File: src/rtl/rogc_pkg.sv
`default_nettype none

package rogc_pkg;

    localparam int unsigned CountW  = 8;
    localparam int unsigned TicksW  = 16;
    localparam int unsigned NumGate = 4;
    localparam int unsigned NumEntry = 2;  // gates 0..1 are entries, the rest exits
    localparam int unsigned CfgIdxW = 3;
    localparam int unsigned CfgDataW = 16;

    // register indexes on the write port
    localparam logic [CfgIdxW-1:0] CFG_MAX_OCC    = 3'd0;
    localparam logic [CfgIdxW-1:0] CFG_WARN_ABOVE = 3'd1;
    localparam logic [CfgIdxW-1:0] CFG_FULL_ABOVE = 3'd2;
    localparam logic [CfgIdxW-1:0] CFG_SHORT_BEEP = 3'd3;
    localparam logic [CfgIdxW-1:0] CFG_LONG_BEEP  = 3'd4;

    // register reset values
    localparam logic [CountW-1:0] RST_MAX_OCC    = 8'd20;
    localparam logic [CountW-1:0] RST_WARN_ABOVE = 8'd14;
    localparam logic [CountW-1:0] RST_FULL_ABOVE = 8'd19;
    localparam logic [TicksW-1:0] RST_SHORT_BEEP = 16'd100;
    localparam logic [TicksW-1:0] RST_LONG_BEEP  = 16'd1000;

    typedef enum logic [1:0] {
        ST_NORMAL  = 2'd0,
        ST_WARNING = 2'd1,
        ST_FULL    = 2'd2
    } t_status;

    typedef enum logic [1:0] {
        LAMP_NORMAL = 2'd0,
        LAMP_DARK   = 2'd1,
        LAMP_ALARM  = 2'd2
    } t_lamp;

    // gate chain state: arm flags and people count
    typedef struct packed {
        logic [NumGate-1:0] armed;
        logic [CountW-1:0]  count;
    } t_gate_state;

endpackage

`default_nettype wire

File: src/rtl/rogc_gates.sv
`default_nettype none

module rogc_gates (
    input  wire rogc_pkg::t_gate_state              i_cur,
    input  wire logic [rogc_pkg::NumGate-1:0]       i_lines,
    input  wire logic [rogc_pkg::CountW-1:0]        i_max_occ,
    output rogc_pkg::t_gate_state                   o_nxt
);
    import rogc_pkg::*;

    // gates are served in order; each sees the count left by the ones before
    always_comb begin
        t_gate_state s;
        logic        allowed;
        s = i_cur;
        for (int g = 0; g < NumGate; g++) begin
            if (g < NumEntry) begin
                allowed = (s.count < i_max_occ);
            end else begin
                allowed = (s.count != '0);
            end
            if (allowed) begin
                if (i_lines[g]) begin
                    if (s.armed[g]) begin
                        if (g < NumEntry) begin
                            s.count = s.count + CountW'(1);
                        end else begin
                            s.count = s.count - CountW'(1);
                        end
                        s.armed[g] = 1'b0;
                    end
                end else begin
                    s.armed[g] = 1'b1;
                end
            end
        end
        o_nxt = s;
    end

endmodule

`default_nettype wire

File: src/rtl/room_occupancy_gate_counter_core.sv
`default_nettype none

// Channel   Dir  Handshake                  Payload
// ------    ---  -------------------------  ----------------------------------------
// in        in   i_in_valid / o_in_ready    i_entry_gate_a/b, i_exit_gate_a/b
// out       out  o_out_valid / i_out_ready  o_occupancy, o_room_status,
//                                           o_lamp_mode, o_buzzer_on
// cfg       in   i_cfg_we (no wait)         i_cfg_index, i_cfg_data
//
// One beat per cycle while the output is not stalled. The whole poll update (gate
// chain, reclassify, buzzer timer) is one combinational pass from the state registers
// back into them, which load the result when the input beat is taken.
// The state registers double as the output register: a new beat is taken when
// the output is empty or being drained in the same cycle, so a stalled result
// holds. Synchronous active-low reset clears state and loads register defaults.

module room_occupancy_gate_counter_core (
    input  wire logic                             i_clk,
    input  wire logic                             i_rst_n,
    // input channel
    input  wire logic                             i_in_valid,
    output logic                                  o_in_ready,
    input  wire logic                             i_entry_gate_a,
    input  wire logic                             i_entry_gate_b,
    input  wire logic                             i_exit_gate_a,
    input  wire logic                             i_exit_gate_b,
    // output channel
    output logic                                  o_out_valid,
    input  wire logic                             i_out_ready,
    output logic [rogc_pkg::CountW-1:0]           o_occupancy,
    output logic [1:0]                            o_room_status,
    output logic [1:0]                            o_lamp_mode,
    output logic                                  o_buzzer_on,
    // configuration write port
    input  wire logic                             i_cfg_we,
    input  wire logic [rogc_pkg::CfgIdxW-1:0]     i_cfg_index,
    input  wire logic [rogc_pkg::CfgDataW-1:0]    i_cfg_data
);
    import rogc_pkg::*;

    // configuration
    logic [CountW-1:0] r_max_occ;
    logic [CountW-1:0] r_warn_above;
    logic [CountW-1:0] r_full_above;
    logic [TicksW-1:0] r_short_beep;
    logic [TicksW-1:0] r_long_beep;

    // block state; count and the status/lamp/buzzer regs also feed the output
    t_gate_state       r_gate;
    t_status           r_status;
    t_lamp             r_lamp;
    logic [TicksW-1:0] r_elapsed;
    logic [TicksW-1:0] r_deadline;
    logic              r_buzzer;
    logic              r_out_valid;

    t_gate_state       n_gate;
    t_status           n_status;
    t_lamp             n_lamp;
    logic [TicksW-1:0] n_elapsed;
    logic [TicksW-1:0] n_deadline;
    logic              n_buzzer;

    logic              accept;
    logic              changed;
    logic              rose;
    logic [TicksW-1:0] elapsed_mid;

    assign o_in_ready = !r_out_valid || i_out_ready;
    assign accept     = i_in_valid && o_in_ready;

    rogc_gates u_gates (
        .i_cur     (r_gate),
        .i_lines   ({i_exit_gate_b, i_exit_gate_a, i_entry_gate_b, i_entry_gate_a}),
        .i_max_occ (r_max_occ),
        .o_nxt     (n_gate)
    );

    // The count register always equals the count at the last change, so a
    // change is simply new count vs. stored count.
    assign changed = (n_gate.count != r_gate.count);
    assign rose    = (n_gate.count > r_gate.count);

    always_comb begin
        n_status    = r_status;
        n_lamp      = r_lamp;
        n_buzzer    = r_buzzer;
        n_deadline  = r_deadline;
        elapsed_mid = r_elapsed;
        if (changed) begin
            elapsed_mid = '0;
            if (n_gate.count <= r_warn_above) begin
                n_status = ST_NORMAL;
            end else if (n_gate.count <= r_full_above) begin
                n_status = ST_WARNING;
            end else begin
                n_status = ST_FULL;
            end
            case (n_status)
                ST_NORMAL: begin
                    n_lamp = LAMP_NORMAL;
                end
                ST_WARNING: begin
                    n_lamp = LAMP_DARK;
                    if (rose) begin
                        n_buzzer   = 1'b1;
                        n_deadline = r_short_beep;
                    end
                end
                ST_FULL: begin
                    // full without a rise leaves lamp and buzzer alone
                    if (rose) begin
                        n_lamp     = LAMP_ALARM;
                        n_buzzer   = 1'b1;
                        n_deadline = r_long_beep;
                    end
                end
                default: begin
                    n_lamp = r_lamp;
                end
            endcase
        end
        // beep timeout, then saturating tick count
        if (elapsed_mid > n_deadline) begin
            n_buzzer = 1'b0;
        end
        if (elapsed_mid != {TicksW{1'b1}}) begin
            n_elapsed = elapsed_mid + TicksW'(1);
        end else begin
            n_elapsed = elapsed_mid;
        end
    end

    always_ff @(posedge i_clk) begin
        if (!i_rst_n) begin
            r_max_occ    <= RST_MAX_OCC;
            r_warn_above <= RST_WARN_ABOVE;
            r_full_above <= RST_FULL_ABOVE;
            r_short_beep <= RST_SHORT_BEEP;
            r_long_beep  <= RST_LONG_BEEP;
        end else if (i_cfg_we) begin
            case (i_cfg_index)
                CFG_MAX_OCC:    r_max_occ    <= i_cfg_data[CountW-1:0];
                CFG_WARN_ABOVE: r_warn_above <= i_cfg_data[CountW-1:0];
                CFG_FULL_ABOVE: r_full_above <= i_cfg_data[CountW-1:0];
                CFG_SHORT_BEEP: r_short_beep <= i_cfg_data[TicksW-1:0];
                CFG_LONG_BEEP:  r_long_beep  <= i_cfg_data[TicksW-1:0];
                default: ;      // unmapped index, dropped
            endcase
        end
    end

    always_ff @(posedge i_clk) begin
        if (!i_rst_n) begin
            r_gate      <= '0;
            r_status    <= ST_NORMAL;
            r_lamp      <= LAMP_NORMAL;
            r_elapsed   <= '0;
            r_deadline  <= '0;
            r_buzzer    <= 1'b0;
            r_out_valid <= 1'b0;
        end else begin
            if (accept) begin
                r_gate      <= n_gate;
                r_status    <= n_status;
                r_lamp      <= n_lamp;
                r_elapsed   <= n_elapsed;
                r_deadline  <= n_deadline;
                r_buzzer    <= n_buzzer;
                r_out_valid <= 1'b1;
            end else if (i_out_ready) begin
                r_out_valid <= 1'b0;
            end
        end
    end

    assign o_out_valid   = r_out_valid;
    assign o_occupancy   = r_gate.count;
    assign o_room_status = r_status;
    assign o_lamp_mode   = r_lamp;
    assign o_buzzer_on   = r_buzzer;

endmodule

`default_nettype wire

File: config.mk
export PLATFORM = sky130hd
export DESIGN_NAME = room_occupancy_gate_counter_core
export DESIGN_NICKNAME = d
export VERILOG_FILES = /design/src/rtl/rogc_pkg.sv /design/src/rtl/rogc_gates.sv /design/src/rtl/room_occupancy_gate_counter_core.sv
export SDC_FILE = /design/constraint.sdc
export NUM_CORES = 1
export LEC_CHECK = 0
export BUFFER_PORTS_ARGS = -buffer_cell sky130_fd_sc_hd__buf_2
export CORE_AREA = 2 2 141 143
export DETAILED_ROUTE_END_ITERATION = 12
export DIE_AREA = 0 0 143 145
export GPL_ROUTABILITY_DRIVEN = 0
export PLACE_DENSITY = 0.53
export SETUP_SLACK_MARGIN = 0.2
export SLEW_MARGIN = 20
export SYNTH_ARGS = -nofsm -noshare
export SYNTH_HDL_FRONTEND = slang
export SYNTH_HIERARCHICAL = 1
export SYNTH_SLANG_ARGS = --single-unit
File: constraint.sdc
create_clock -name i_clk -period 16 [get_ports i_clk]
set_clock_uncertainty 0.05 [all_clocks]
set_input_delay 1.6 -clock i_clk [delete_from_list [all_inputs] [get_ports i_clk]]
set_output_delay 1.6 -clock i_clk [all_outputs]
set_load 0.05 [all_outputs]
# Yosys cells after proc, flatten, opt, wreduce, memory -nomap -nowiden

Index checks and enable logic that the tools add are counted.

Input bits: 28
Flip-flop bits (word level): 106

$add $sub $neg: 5
Reductions and logical operators: 25
Eq/ne operators: 9
Muxes and demuxes: 33
Magnitude comparators: 6

Operators with widths:

| kind                  | count |
|---|---|
| $mux 8                | 12 |
| $mux 16               | 5 |
| $pmux 16 s2           | 1 |
| $reduce_and 2->1      | 10 |
| $add 16x1->16 const B | 1 |
| $add 8x1->8 const B   | 2 |
| $gt 16x16->1          | 1 |
| $le 8x8->1            | 2 |
| $lt 8x8->1            | 2 |
| $ne 16x16->1 const B  | 1 |
| $reduce_bool 8->1     | 2 |
| $sub 8x1->8 const B   | 2 |
| $mux 1                | 10 |
| $gt 8x8->1            | 1 |
| $mux 2                | 4 |
| $ne 8x8->1            | 1 |
| $reduce_and 4->1      | 2 |
| $reduce_bool 2->1     | 4 |
| $eq 3x2->1 const B    | 2 |
| $pmux 2 s3            | 1 |
| $eq 3x1->1 const B    | 1 |
| $eq 3x3->1 const B    | 1 |
| $logic_not 3->1       | 1 |
| $reduce_bool 3->1     | 1 |
| other kinds (8)       | 8 |

# Logic depth before layout (Yosys ltp)

Depth in word-level cells: 26
Gate-level depth with buffers: 44

# Hierarchy

Netlist, hierarchy kept.

By module, submodules not included:

| module                           | cells an instance | area an instance (um^2) | seq. area each (um^2) | instances |
|---|---|---|---|---|
| room_occupancy_gate_counter_core | 688               | 5686.7                  | 2122.0                | 1 |
| rogc_gates                       | 225               | 1664.1                  | 0.0                   | 1 |

# Worst setup path before layout

OpenSTA, ideal clock, no wires.

Path kind: input-to-reg
Start: input port i_entry_gate_a
End: register r_buzzer (netlist: o_buzzer_on)
Stages: 38
Data arrival time: 9564 ps
Data required time: 15871 ps
Slack: 6306 ps
Setup time: 79 ps
Cell sequence: and2_1 > o211ai_1 > a2111oi_4 > xnor2_1 > inv_2 > ha_1 > a21o_1 > a21o_1 > a211oi_1 > clkbuf_1 > o21ai_0 > mux2i_1 > ha_1 > o211ai_1 > mux2_2 > o41a_1 > mux2_2 > ha_1 > (+2 left out) > buf_6 > nor2_4 > mux2i_1 > ha_1 > and3_1 > and3_2 > buf_4 > nor2_2 > buf_6 > mux2_4 > mux2i_1 > ha_1 > a21o_1 > a21oi_1 > a21oi_1 > a211oi_1 > o221ai_1 > a22oi_1

RTL lines:

| item                 | RTL line                                | text |
|---|---|---|
| start, declared      | room_occupancy_gate_counter_core.sv:23  | `input wire logic i_entry_gate_a,` |
| end signal, assigned | room_occupancy_gate_counter_core.sv:169 | `r_buzzer <= n_buzzer;` |
| end, declared        | room_occupancy_gate_counter_core.sv:54  | `logic r_buzzer;` |

==> summary.txt <==
Run status
  – Status: completed

Global routing
  – Gr usage total: 19.4%
  – Gr ovfl total: 0
  – Vias in the first global route: 6001
  – Largest net degree at the start of global routing: 44
  – First-pass GRT wire length: 32600 um
  – Antenna violations before repair: 0

Setup path
  – Critical R2R Capture: o_buzzer_on
  – Worst Path Class, Setup: input port to flip-flop
  – CP max-delay cell: a21oi_2
  – Crit path from: i_entry_gate_a
  – Critical Path RT: 16.21 ns
  – Critical path capture point type: flip-flop
  – Most used cell, CP: ha_1
  – CP max FO: 16
  – Biggest cell delay along the critical path: 0.73 ns
  – Reg-to-reg slack, setup: 5.55 ns
  – Critical R2R Launch: o_occupancy[2]
  – Worst EP arrival: 10.76 ns
  – Setup crit start kind: input port
  – Worst reg2reg path depth: 37
  – Capture point of the worst path: o_buzzer_on

Logic synthesis
  – Yosys reg bits: 106
  – Synth area leaders: dfxtp_1 (29%), ha_1 (10%), nand2_1 (9.5%)
  – Post-synthesis compound-gate area fraction: 22.8%
  – Post-Synth XOR/XNOR Area: 4.48%
  – Main synth FF type: dfxtp_1
  – Post-synth EDFFs: 0
  – Sequential share of the synthesized area: 28.9%
  – FFs w/ async S/R, synth: 0%
  – Post-Synth Simple-Gate Area: 22.1%
  – Synth cell types: 79
  – Share of the synthesized area in the top cell type: 28.9%
  – Main combinational cell family by area after synthesis: compound AO/OA/AOI/OAI gates
  – Post-Syn Nets: 1001
  – Mapped Area: 7350 um2
  – Syn avg cell area: 8.05 um2
  – Synth Area in Adders: 10.2%
  – Post-synthesis mux area share: 5.09%
  – Cells after Synth: 913
  – Synth warnings: 6
  – Post-synth top area cell: dfxtp_1

Die
  – Core ar.: 19200 um2
  – IO Pins: 43
  – Cell row count: 51
  – DIE AREA: 20700 um2
  – Overall die height: 145 um
  – Die width: 143 um
  – Initial Util: 38.3%

Routing
  – Routed vias: 6384
  – WL/cell: 16.4 um
  – Number of DRC markers in iteration 0: 420
  – Routed Antenna Nets: 0
  – Drt via density: 5.37
  – DR pass1 iterations: 5
  – Total detailed-routing wirelength: 19500 um
  – # DRC: 0

STA
  – Final Cycle Share: 65.9%
  – Slew headroom: 34.0%
  – Final hold viol count: 0
  – Final Critical Period: 10.55 ns
  – RSZ-0062 raised after global routing: no
  – Count of final setup violators: 0
  – Fmax: 0.0948 GHz
  – Tightest Pin Transition: 0.990 ns
  – Max-slew violations: 0
  – Setup TNS: 0 ns

Clocking
  – Root Driver: clkbuf_16
  – H-tree depth: 3
  – CTS tree: done
  – Clk_lat worst skew: 0.36 ns
  – CTS max path bufs: 2
  – TritonCTS Buffers: 9
  – Post-CTS resize count: 0
  – Clock-pin slew on the worst setup and hold paths: 0.08 ns
  – Post-CTS Hold Fix Bufs: 0
  – Clock Sinks: 106
  – Setup bufs post-CTS: 0

Pwr
  – Peak supply drop: 0.0580 mV
  – PD cells: 77.4 nW/um2
  – Lkg Pwr: 3.29 nW

Min path
  – Tightest Hold Check Type: flip-flop to flip-flop

Finish
  – Syn-to-layout area delta: 8.15%
  – Area occupied by multi-input gates: 4750 um2
  – FILL cells: 1992
  – Diode count: 0
  – Reg area: 2120 um2
  – Final Util: 41.4%
  – Layout cells sized above 1: 12.6%
  – Final net count: 1006

Run
  – Max_cap viols: 0

Placement
  – Buffers on Ports: 42
  – DP Wirelength: 14200 um
==> worst max-delay path, delay by kind of cell <==
| family | cells | cell delay (ns) |
|---|---|---|
| AND/OR/NAND/NOR | 9 | 1.88 |
| buffers and inverters | 4 | 0.52 |
| multiplexers | 3 | 0.80 |
| XOR/XNOR | 2 | 0.61 |
| adder cells (fa/ha/maj) | 5 | 1.44 |
| AO/OA/AOI/OAI | 14 | 3.90 |
==> sequential cells by signal, indices dropped and copies added (netlist names) <==
| signal | cells |
|---|---|
| r_gate | 4 |
| r_full_above | 8 |
| r_deadline | 16 |
| r_long_beep | 16 |
| r_short_beep | 16 |
| o_occupancy | 8 |
| o_room_status | 2 |
| o_out_valid | 1 |
| o_buzzer_on | 1 |
| r_warn_above | 8 |
| r_max_occ | 8 |
| o_lamp_mode | 2 |
| r_elapsed | 16 |
==> how the worst min path moves through the flow <==
| stage | start | to | cells after the start |
|---|---|---|---|
| 2_1_floorplan | r_long_beep[0] | r_long_beep[0] | 2 |
| 3_5_place_dp | r_long_beep[13] | r_long_beep[13] | 2 |
| 5_1_grt | r_full_above[7] | r_full_above[7] | 2 |
| 3_3_place_gp | r_long_beep[15] | r_long_beep[15] | 2 |
| 4_1_cts | r_long_beep[13] | r_long_beep[13] | 2 |
| 6_report | r_long_beep[13] | r_long_beep[13] | 2 |
==> cells in the mapped netlist (all sizes together), types with 6 or more instances <==
| library cell | number |
|---|---|
| nand2 | 187 |
| dfxtp | 106 |
| a21oi | 80 |
| ha | 60 |
| inv | 51 |
| nor2 | 37 |
| clkbuf | 32 |
| xnor2 | 29 |
| nand3 | 27 |
| buf | 23 |
| and3 | 21 |
| mux2i | 19 |
| a211oi | 17 |
| nand4 | 17 |
| o21ai | 17 |
| mux2 | 15 |
| o211a | 13 |
| a21o | 11 |
| and4 | 11 |
| nor3 | 11 |
| o211ai | 11 |
| a31o | 10 |
| o31a | 8 |
| a2111oi | 7 |
| o2bb2ai | 7 |
| nor2b | 6 |
| o32ai | 6 |
| xor2 | 6 |
==> kinds of logic (layout without fill, tap and decap cells) <==
group | count (synthesis) | count (layout)
AO/OA/AOI/OAI | 226 | 226
flip-flops | 106 | 106
AND/OR/NAND/NOR | 345 | 345
adder cells (fa/ha/maj) | 60 | 60
XOR/XNOR | 36 | 36
multiplexers | 34 | 34
buffers and inverters | 106 | 116
==> final cells by class <==
cell class                 instances  area share, %
clock buffer                       9           2.83
clock inverter                     7          0.850
inverter                          51           2.41
multi-input combinational        701           59.7
sequential                       106           26.7
tap                              265           4.17
timing repair buffer              49           3.31
==> power by group <==
part,internal (W),total (W),switching (W)
Clock,0.000110,0.000221,0.000111
Sequential,0.000270,0.000276,0.00000556
Combinational,0.0000381,0.000118,0.0000803
Total,0.000419,0.000615,0.000197
==> per-layer routing <==
metal / part of all wire, % / global-route usage, % / vias to the layer above / wire [um]
met5: 0 / 0 / - / 0
met3: 3.8 / 3.14 / 7 / 743
met1: 53 / 29.9 / 2972 / 10400
met4: 0.56 / 3.02 / 0 / 110
li1: - / - / 3283 / -
met2: 43 / 28.5 / 122 / 8290
==> stage by stage <==
stage	std cells	total power [W]	hold slack (ns)	cell area (um2)	setup slack, ns
3_5_place_dp	1172	0.000400	0.396	7660	5.21
2_1_floorplan	913	0.000371	0.383	7350	6.31
6_report	1188	0.000615	0.403	7950	5.45
3_3_place_gp	1172	0.000400	0.394	7660	5.42
5_1_grt	1188	0.000648	0.423	7950	4.70
4_1_cts	1188	0.000624	0.408	7950	5.52
==> cell usage in the layout (no fill, tap or decap), drive strengths merged, types with 4 or more instances in the layout <==
master	count
nand2	187
nand3	27
o21ai	17
o32ai	6
dfxtp	106
a21o	11
o2bb2ai	7
clkbuf	9
o21a	5
a31oi	5
o211ai	11
mux2	15
nor2b	6
o211a	13
a211oi	17
a31o	10
mux2i	19
nand4	17
a21oi	80
a2111oi	7
nor3	11
xor2	6
o31ai	4
nor4	4
and4	11
and2	4
o31a	8
buf	49
o2111ai	5
inv	55
nor2	37
and3	21
ha	60
xnor2	29
Note: power is estimated with default switching activity, not from simulation.
